===== src/rtl/frc_pkg.sv =====
// Shared types and constants for the fraction reduce-and-compare block.
// Used by the controller, the datapath and the top level; no dependencies.
`default_nettype none

package frc_pkg;

  localparam int unsigned VALUE_WIDTH_DEF = 16;

  typedef enum logic [2:0] {
    ST_IDLE,
    ST_CHECK,
    ST_GCD,
    ST_DIV_INIT,
    ST_DIV,
    ST_STORE,
    ST_NEXT,
    ST_OUT
  } frc_state_t;

  // Commands from the controller to the datapath.
  typedef struct packed {
    logic load;      // capture an input transfer
    logic gcd_init;  // load the GCD unit from the selected fraction
    logic gcd_step;  // one binary GCD iteration
    logic gcd_fin;   // latch the divisor
    logic div_init;  // start dividing the selected part by the divisor
    logic div_step;  // one restoring division step
    logic store;     // write the quotient back to the selected part
    logic out_load;  // move the result into the output register
    logic frac;      // 0: first fraction, 1: second fraction
    logic part;      // 0: numerator, 1: denominator
  } frc_cmd_t;

  // Status from the datapath to the controller.
  typedef struct packed {
    logic skip;      // selected fraction has a part that is zero or negative
    logic gcd_eq;    // GCD operands have met
    logic div_last;  // current division step is the last one
    logic out_busy;  // output register holds a result that is not taken
  } frc_status_t;

endpackage

`default_nettype wire


===== src/rtl/fraction_reduce_and_compare.sv =====
// Top level of the fraction reduce-and-compare block.
// Joins frc_ctrl and frc_dpath and packs the stream channels; uses frc_pkg.
//
// Usage: one input transfer on in_* carries two fractions (numerator and
// denominator each, two's complement). Each fraction whose parts are both
// positive is divided by their greatest common divisor; any other fraction is
// returned unchanged. One output transfer on out_* carries both fractions and
// a flag that is set when the returned parts are identical.
// Timing: one item at a time. After acceptance each fraction is checked and,
// when it is reduced, runs the binary GCD loop and then two divisions
// (numerator, then denominator) in the shared restoring divider, which makes
// one quotient bit per cycle; the output load ends the item.
// The output register frees the input side: in_tready rises again as soon as
// a result sits in it. If the receiver stalls, the next result waits in the
// sequencer until the output register is taken.
// Reset (rst_n low, synchronous) returns to idle and drops out_tvalid.
`default_nettype none

module fraction_reduce_and_compare #(
  parameter int unsigned VALUE_WIDTH = frc_pkg::VALUE_WIDTH_DEF,
  localparam int unsigned IN_W  = ((4 * VALUE_WIDTH + 7) / 8) * 8,
  localparam int unsigned OUT_W = ((4 * VALUE_WIDTH + 8) / 8) * 8
) (
  input  wire logic             clk,
  input  wire logic             rst_n,
  input  wire logic             in_tvalid,
  output logic                  in_tready,
  // Fields from bit 0: first_numerator, first_denominator, second_numerator,
  // second_denominator, zero padding.
  input  wire logic [IN_W-1:0]  in_tdata,
  output logic                  out_tvalid,
  input  wire logic             out_tready,
  // Fields from bit 0: reduced_first_numerator, reduced_first_denominator,
  // reduced_second_numerator, reduced_second_denominator, fractions_equal,
  // zero padding.
  output logic [OUT_W-1:0]      out_tdata
);

  localparam int unsigned W = VALUE_WIDTH;

  frc_pkg::frc_cmd_t    cmd;
  frc_pkg::frc_status_t status;
  logic [W-1:0]         o_n1, o_d1, o_n2, o_d2;
  logic                 o_eq;

  frc_ctrl u_ctrl (
    .clk       (clk),
    .rst_n     (rst_n),
    .in_tvalid (in_tvalid),
    .in_tready (in_tready),
    .status    (status),
    .cmd       (cmd)
  );

  frc_dpath #(.VALUE_WIDTH(W)) u_dpath (
    .clk        (clk),
    .rst_n      (rst_n),
    .cmd        (cmd),
    .status     (status),
    .in_n1      (in_tdata[W-1:0]),
    .in_d1      (in_tdata[2*W-1:W]),
    .in_n2      (in_tdata[3*W-1:2*W]),
    .in_d2      (in_tdata[4*W-1:3*W]),
    .out_tready (out_tready),
    .out_tvalid (out_tvalid),
    .out_n1     (o_n1),
    .out_d1     (o_d1),
    .out_n2     (o_n2),
    .out_d2     (o_d2),
    .out_eq     (o_eq)
  );

  assign out_tdata = OUT_W'({o_eq, o_d2, o_n2, o_d1, o_n1});

endmodule

`default_nettype wire


===== src/rtl/frc_ctrl.sv =====
// Sequencer of the fraction reduce-and-compare block.
// For each fraction: check, then GCD and two divisions unless skipped; uses frc_pkg.
`default_nettype none

module frc_ctrl (
  input  wire logic                clk,
  input  wire logic                rst_n,
  input  wire logic                in_tvalid,
  output logic                     in_tready,
  input  wire frc_pkg::frc_status_t status,
  output frc_pkg::frc_cmd_t        cmd
);

  frc_pkg::frc_state_t state_r, state_nxt;
  logic                frac_r, frac_nxt;
  logic                part_r, part_nxt;

  always_ff @(posedge clk) begin
    if (!rst_n) begin
      state_r <= frc_pkg::ST_IDLE;
      frac_r  <= 1'b0;
      part_r  <= 1'b0;
    end else begin
      state_r <= state_nxt;
      frac_r  <= frac_nxt;
      part_r  <= part_nxt;
    end
  end

  // Next state.
  always_comb begin
    state_nxt = state_r;
    frac_nxt  = frac_r;
    part_nxt  = part_r;
    case (state_r)
      frc_pkg::ST_IDLE: begin
        if (in_tvalid) begin
          state_nxt = frc_pkg::ST_CHECK;
          frac_nxt  = 1'b0;
        end
      end
      frc_pkg::ST_CHECK: begin
        state_nxt = status.skip ? frc_pkg::ST_NEXT : frc_pkg::ST_GCD;
      end
      frc_pkg::ST_GCD: begin
        if (status.gcd_eq) begin
          state_nxt = frc_pkg::ST_DIV_INIT;
          part_nxt  = 1'b0;
        end
      end
      frc_pkg::ST_DIV_INIT: state_nxt = frc_pkg::ST_DIV;
      frc_pkg::ST_DIV: begin
        if (status.div_last) state_nxt = frc_pkg::ST_STORE;
      end
      frc_pkg::ST_STORE: begin
        if (!part_r) begin
          part_nxt  = 1'b1;
          state_nxt = frc_pkg::ST_DIV_INIT;
        end else begin
          state_nxt = frc_pkg::ST_NEXT;
        end
      end
      frc_pkg::ST_NEXT: begin
        if (!frac_r) begin
          frac_nxt  = 1'b1;
          state_nxt = frc_pkg::ST_CHECK;
        end else begin
          state_nxt = frc_pkg::ST_OUT;
        end
      end
      frc_pkg::ST_OUT: begin
        if (!status.out_busy) state_nxt = frc_pkg::ST_IDLE;
      end
      default: state_nxt = frc_pkg::ST_IDLE;
    endcase
  end

  // Outputs.
  always_comb begin
    cmd       = '0;
    cmd.frac  = frac_r;
    cmd.part  = part_r;
    in_tready = 1'b0;
    case (state_r)
      frc_pkg::ST_IDLE: begin
        in_tready = 1'b1;
        cmd.load  = in_tvalid;
      end
      frc_pkg::ST_CHECK:    cmd.gcd_init = !status.skip;
      frc_pkg::ST_GCD: begin
        cmd.gcd_fin  = status.gcd_eq;
        cmd.gcd_step = !status.gcd_eq;
      end
      frc_pkg::ST_DIV_INIT: cmd.div_init = 1'b1;
      frc_pkg::ST_DIV:      cmd.div_step = 1'b1;
      frc_pkg::ST_STORE:    cmd.store    = 1'b1;
      frc_pkg::ST_OUT:      cmd.out_load = !status.out_busy;
      default: ;
    endcase
  end

endmodule

`default_nettype wire


===== src/rtl/frc_dpath.sv =====
// Datapath of the fraction reduce-and-compare block: work registers, a binary
// GCD unit, a restoring divider and the output register. Uses frc_pkg.
`default_nettype none

module frc_dpath #(
  parameter int unsigned VALUE_WIDTH = frc_pkg::VALUE_WIDTH_DEF
) (
  input  wire logic                   clk,
  input  wire logic                   rst_n,
  input  wire frc_pkg::frc_cmd_t      cmd,
  output frc_pkg::frc_status_t        status,
  input  wire logic [VALUE_WIDTH-1:0] in_n1,
  input  wire logic [VALUE_WIDTH-1:0] in_d1,
  input  wire logic [VALUE_WIDTH-1:0] in_n2,
  input  wire logic [VALUE_WIDTH-1:0] in_d2,
  input  wire logic                   out_tready,
  output logic                        out_tvalid,
  output logic [VALUE_WIDTH-1:0]      out_n1,
  output logic [VALUE_WIDTH-1:0]      out_d1,
  output logic [VALUE_WIDTH-1:0]      out_n2,
  output logic [VALUE_WIDTH-1:0]      out_d2,
  output logic                        out_eq
);

  localparam int unsigned W  = VALUE_WIDTH;
  localparam int unsigned KW = $clog2(W + 1);
  localparam int unsigned CW = $clog2(W);

  // Work registers, one numerator and one denominator per fraction.
  logic [W-1:0] num_r [2];
  logic [W-1:0] den_r [2];

  logic [W-1:0]  a_r, b_r, g_r;
  logic [KW-1:0] k_r;
  logic [W-1:0]  rem_r, dvd_r;
  logic [CW-1:0] cnt_r;
  logic          out_valid_r;

  logic [W-1:0] sel_num, sel_den, sel_part;
  logic [W-1:0] a_nxt, b_nxt;
  logic [KW-1:0] k_nxt;
  logic [W:0]   rem_sh, rem_sub;
  logic         q_bit;

  assign sel_num  = num_r[cmd.frac];
  assign sel_den  = den_r[cmd.frac];
  assign sel_part = cmd.part ? sel_den : sel_num;

  always_comb begin
    a_nxt = a_r;
    b_nxt = b_r;
    k_nxt = k_r;
    if (!a_r[0] && !b_r[0]) begin
      a_nxt = a_r >> 1;
      b_nxt = b_r >> 1;
      k_nxt = k_r + KW'(1);
    end else if (!a_r[0]) begin
      a_nxt = a_r >> 1;
    end else if (!b_r[0]) begin
      b_nxt = b_r >> 1;
    end else if (a_r > b_r) begin
      a_nxt = (a_r - b_r) >> 1;
    end else begin
      b_nxt = (b_r - a_r) >> 1;
    end
  end

  assign rem_sh  = {rem_r, dvd_r[W-1]};
  assign rem_sub = rem_sh - {1'b0, g_r};
  assign q_bit   = !rem_sub[W];

  always_ff @(posedge clk) begin
    if (cmd.load) begin
      num_r[0] <= in_n1;
      den_r[0] <= in_d1;
      num_r[1] <= in_n2;
      den_r[1] <= in_d2;
    end else if (cmd.store) begin
      if (cmd.part) den_r[cmd.frac] <= dvd_r;
      else          num_r[cmd.frac] <= dvd_r;
    end
    if (cmd.gcd_init) begin
      a_r <= sel_num;
      b_r <= sel_den;
      k_r <= '0;
    end else if (cmd.gcd_step) begin
      a_r <= a_nxt;
      b_r <= b_nxt;
      k_r <= k_nxt;
    end
    if (cmd.gcd_fin) g_r <= a_r << k_r;
    if (cmd.div_init) begin
      rem_r <= '0;
      dvd_r <= sel_part;
      cnt_r <= CW'(W - 1);
    end else if (cmd.div_step) begin
      rem_r <= q_bit ? rem_sub[W-1:0] : rem_sh[W-1:0];
      dvd_r <= {dvd_r[W-2:0], q_bit};
      cnt_r <= cnt_r - CW'(1);
    end
    if (cmd.out_load) begin
      out_n1 <= num_r[0];
      out_d1 <= den_r[0];
      out_n2 <= num_r[1];
      out_d2 <= den_r[1];
      out_eq <= (num_r[0] == num_r[1]) && (den_r[0] == den_r[1]);
    end
  end

  always_ff @(posedge clk) begin
    if (!rst_n) begin
      out_valid_r <= 1'b0;
    end else if (cmd.out_load) begin
      out_valid_r <= 1'b1;
    end else if (out_tready) begin
      out_valid_r <= 1'b0;
    end
  end

  assign out_tvalid = out_valid_r;

  // A fraction is reduced only when both parts are strictly positive.
  assign status.skip     = sel_num[W-1] || (sel_num == '0) ||
                           sel_den[W-1] || (sel_den == '0);
  assign status.gcd_eq   = (a_r == b_r);
  assign status.div_last = (cnt_r == '0);
  assign status.out_busy = out_valid_r && !out_tready;

  // The GCD operands stay nonzero, so the loop always ends with a == b.
  a_gcd_nonzero: assert property (@(posedge clk) disable iff (!rst_n)
    cmd.gcd_step |=> (a_r != '0) && (b_r != '0))
    else $error("GCD operand reached zero");

  a_div_by_nonzero: assert property (@(posedge clk) disable iff (!rst_n)
    cmd.div_step |-> (g_r != '0))
    else $error("division by a zero divisor");

  // Both parts are multiples of the divisor, so nothing is left over.
  a_exact_div: assert property (@(posedge clk) disable iff (!rst_n)
    cmd.store |-> (rem_r == '0))
    else $error("reduction left a nonzero remainder");

  a_no_overwrite: assert property (@(posedge clk) disable iff (!rst_n)
    cmd.out_load |-> !(out_valid_r && !out_tready))
    else $error("output register overwritten before its transfer");

endmodule

`default_nettype wire

===== config.mk =====
export PLATFORM = sky130hd
export DESIGN_NAME = fraction_reduce_and_compare
export DESIGN_NICKNAME = d
export VERILOG_FILES = /design/src/rtl/frc_pkg.sv /design/src/rtl/fraction_reduce_and_compare.sv /design/src/rtl/frc_ctrl.sv /design/src/rtl/frc_dpath.sv
export SDC_FILE = /design/constraint.sdc
export NUM_CORES = 1
export LEC_CHECK = 0
export BUFFER_PORTS_ARGS = -buffer_cell sky130_fd_sc_hd__buf_2
export CAP_MARGIN = 20
export CORE_MARGIN = 4
export CORE_UTILIZATION = 35
export DETAILED_ROUTE_END_ITERATION = 8
export MAX_ROUTING_LAYER = met4
export SYNTH_ARGS = -nofsm -noshare
export SYNTH_HDL_FRONTEND = slang
export SYNTH_SLANG_ARGS = --single-unit

===== constraint.sdc =====
create_clock -name clk -period 8.2 [get_ports clk]
set_input_delay 0.82 -clock clk [delete_from_list [all_inputs] [get_ports clk]]
set_output_delay 0.82 -clock clk [all_outputs]
set_load 0.01 [all_outputs]

==> flow_metrics.env <==
export IMPL_grt_max_degree=66
export IMPL_final_hold_violation_count=0
export IMPL_startpoint_type="flip-flop"
export IMPL_grt_overflow=0
export IMPL_crit_required_ps=8470
export IMPL_cts_made_buffers=24
export IMPL_dieWidth_um=202
export IMPL_numClockSinks=225
export IMPL_drive_gt1_share_pct=22.4
export IMPL_first_pass_iters=6
export IMPL_num_antenna_cells=0
export IMPL_viasPerCell=5.42
export IMPL_timing_final_crit_share_pct=45.6
export IMPL_path_clk_slew_ps=70
export IMPL_final_nets=1420
export IMPL_whs_ps=472
export IMPL_crit_start="u_dpath.a_r[0]"
export IMPL_async_flop_share_pct=0
export IMPL_synth_edff_count=193
export IMPL_max_slew_margin_pct=28.1
export IMPL_cp_endpoint="u_dpath.a_r[0]"
export IMPL_grt_pass1_wl_um=59100
export IMPL_area_growth_pct=14.9
export IMPL_wirelength_um=38800
export IMPL_hold_class="flip-flop to flip-flop"
export IMPL_cts_resized=0
export IMPL_skew_ps=22.1
export IMPL_die_h_um=202
export IMPL_place_detailed_hpwl_um=28900
export IMPL_synthFlopType="edfxtp_1"
export IMPL_cp_max_fo=15
export IMPL_gp_congestion=0.958
export IMPL_drv_cap=0
export IMPL_die_area_mm2=0.0408
export IMPL_p_leak_nw=5.77
export IMPL_synthTopCellsByArea="edfxtp_1 44%, mux2_2 6.7%, dfxtp_1 4.9%"
export IMPL_grt_pass1_vias=9652
export IMPL_vias=9869
export IMPL_first_iter_violations=874
export IMPL_drtAntennaViolNets=0
export IMPL_clk_path_buf_depth=3
export IMPL_avgSynthCellArea_um2=11.2
export IMPL_drc_errors=0
export IMPL_r2r_end="u_dpath.a_r[0]"
export IMPL_netlist_area_mm2=0.0132
export IMPL_rsz0062_at_grt="false"
export IMPL_rr_worst_depth=9
export IMPL_critical_path_class="flip-flop to flip-flop"
export IMPL_slew_violations=0
export IMPL_ys_ff_latch=225
export IMPL_cp_end_kind="flip-flop"
export IMPL_floorplan_initialDensity_pct=35.7
export IMPL_wl_per_cell_um=21.3
export IMPL_cts_root_buffer="clkbuf_16"
export IMPL_power_mw=5.19
export IMPL_critPathSlowestCell="a21oi_2"
export IMPL_max_stage_delay_ps=720
export IMPL_outcome="finished clean"
export IMPL_r2r_slack_ps=4460
export IMPL_min_period_ps=3740
export IMPL_clk_latency_ps=520
export IMPL_crit_chain="inv_1 > ha_1 > fa_1 > nand2b_1 > a211oi_1 > o21ai_1 > a21oi_2 > a22oi_1 > mux2_1"
export IMPL_final_setup_viol_count=0
export IMPL_ir_drop_uv=164
export IMPL_worst_pin_slew_ps=1080
export IMPL_synth_cell_types=73
export IMPL_synth_top_cell_by_area="edfxtp_1"
export IMPL_grtUsageTotal_pct=18.8
export IMPL_cts_setup_buffers=0
export IMPL_h_tree_depth=1
export IMPL_yosysSeqAreaShare_pct=48.9
export IMPL_synth_top_cell_area_share_pct=44.0
export IMPL_placement_io_buffers=134
export IMPL_ys_warn_count=0
export IMPL_antenna_found_initial=0
export IMPL_synth_cells=1180
export IMPL_rows=70
export IMPL_cts_tree="built"
export IMPL_core_area_mm2=0.0369
export IMPL_hold_buffers=0
export IMPL_fin_tns_setup_ps=0
export IMPL_max_freq_mhz=268
export IMPL_pin_count=142
export IMPL_cp_data_arrival_time_ps=4010
export IMPL_r2r_start="u_dpath.a_r[0]"
export IMPL_power_density_mw_per_mm2=343
export IMPL_n_fill_cell=3554
==> through the flow <==
step / instance area [um^2] / setup WS (ps) / util (%) / std cells
after floorplan: 13200 / 3850 / - / 1188
after global placement: 14200 / 4450 / 38.6 / 1772
after detailed placement: 14300 / 4380 / 38.7 / 1774
after global routing: 15100 / 4260 / 41.0 / 1820
final: 15100 / 4460 / 41.0 / 1820
after CTS: 15100 / 4340 / 40.8 / 1817
==> registers in the layout (all words and copies together), names as in the netlist, 3 cells and up, named ones only <==
name            count
u_dpath.g_r        16
u_dpath.k_r         5
u_dpath.den_r      32
u_dpath.b_r        16
u_dpath.out_d1     16
u_ctrl.state_r      3
u_dpath.dvd_r      16
u_dpath.out_n1     16
u_dpath.out_n2     16
u_dpath.a_r        16
u_dpath.cnt_r       4
u_dpath.out_d2     16
u_dpath.num_r      32
u_dpath.rem_r      16
==> cells in the final DEF, fill, tap and decap left out, drive strengths merged, types with 9 or more instances in the layout <==
master / instances
edfxtp: 193
mux2i: 63
nor3: 21
a21oi: 73
xor2: 48
a211oi: 22
dfxtp: 32
nand4: 15
ha: 50
nand2b: 23
nor2: 72
inv: 70
a22oi: 23
mux2: 80
nand2: 93
clkbuf: 29
xnor2: 26
nor4: 20
conb: 9
o21ai: 77
buf: 148
==> critical path, delay by kind of cell (launching register included) <==
| family | cells | cell delay, ps |
|---|---|---|
| compound gates | 4 | 1620 |
| buf+inv | 1 | 150 |
| mux | 1 | 330 |
| fa+ha+maj | 2 | 720 |
| simple gates | 1 | 200 |
| flops | 1 | 470 |
==> synth_stat cells (15+ instances only) <==
cell      number
nor3_1        19
nor2_1        70
nand2b_1      23
a22oi_1       23
mux2_2        78
xor2_1        48
nor4_1        19
edfxtp_1     193
nand2_1       93
buf_4         18
dfxtp_1       32
inv_1         67
clkbuf_1      21
mux2i_1       63
o21ai_0       58
xnor2_1       26
o21ai_1       18
nand4_1       15
ha_1          50
a211oi_1      21
buf_2         17
a21oi_1       70
==> area by class of cell <==
cell class                      count  area, um^2  share of cell area, %
Clock buffer                       29         641                   4.24
Clock inverter                     14         131                  0.869
Inverter                           69         259                   1.71
Multi-Input combinational cell    831        6160                   40.8
Sequential cell                   225        6440                   42.6
Tap cell                          504         631                   4.17
Timing Repair Buffer              148         860                   5.68
==> worst min path at each step <==
stage                                 start                 to  slack (ps)  cells after the start
after global routing       u_dpath.rem_r[9]   u_dpath.rem_r[9]         490                      2
after detailed placement   u_dpath.rem_r[5]   u_dpath.rem_r[5]         470                      2
after floorplan           u_dpath.rem_r[12]  u_dpath.rem_r[12]         440                      2
final                      u_dpath.rem_r[5]   u_dpath.rem_r[5]         470                      2
after global placement     u_dpath.rem_r[3]   u_dpath.rem_r[3]         460                      2
after CTS                  u_dpath.rem_r[5]   u_dpath.rem_r[5]         480                      2
==> where the power goes <==
part           switching [mW]  internal, mW  total (mW)
clock                   0.453         0.621        1.07
combinational            1.37         0.833        2.20
sequential              0.301          1.62        1.92
==> routing by layer <==
metal  global-route usage (%)  up-vias  share of wire [%]
met2                     29.9      357                 48
met4                     4.37        0                2.4
met3                     2.47       57                6.2
li1                         -     4580                  -
met1                     25.9     4875                 44
met5                        -        -                  0
==> cells by family (layout without fill, tap and decap cells) <==
family / Yosys count / count (layout) / share of synthesized area [%]
compound gates: 255 / 255 / 12.2
buf+inv: 132 / 260 / 4.73
flops: 225 / 225 / 48.9
mux: 151 / 151 / 13.0
other cells: 1 / 9 / 0.0285
xor+xnor: 74 / 74 / 4.92
fa+ha+maj: 53 / 53 / 5.21
simple gates: 289 / 289 / 11.0
Note: power is estimated with default switching activity, not from simulation.
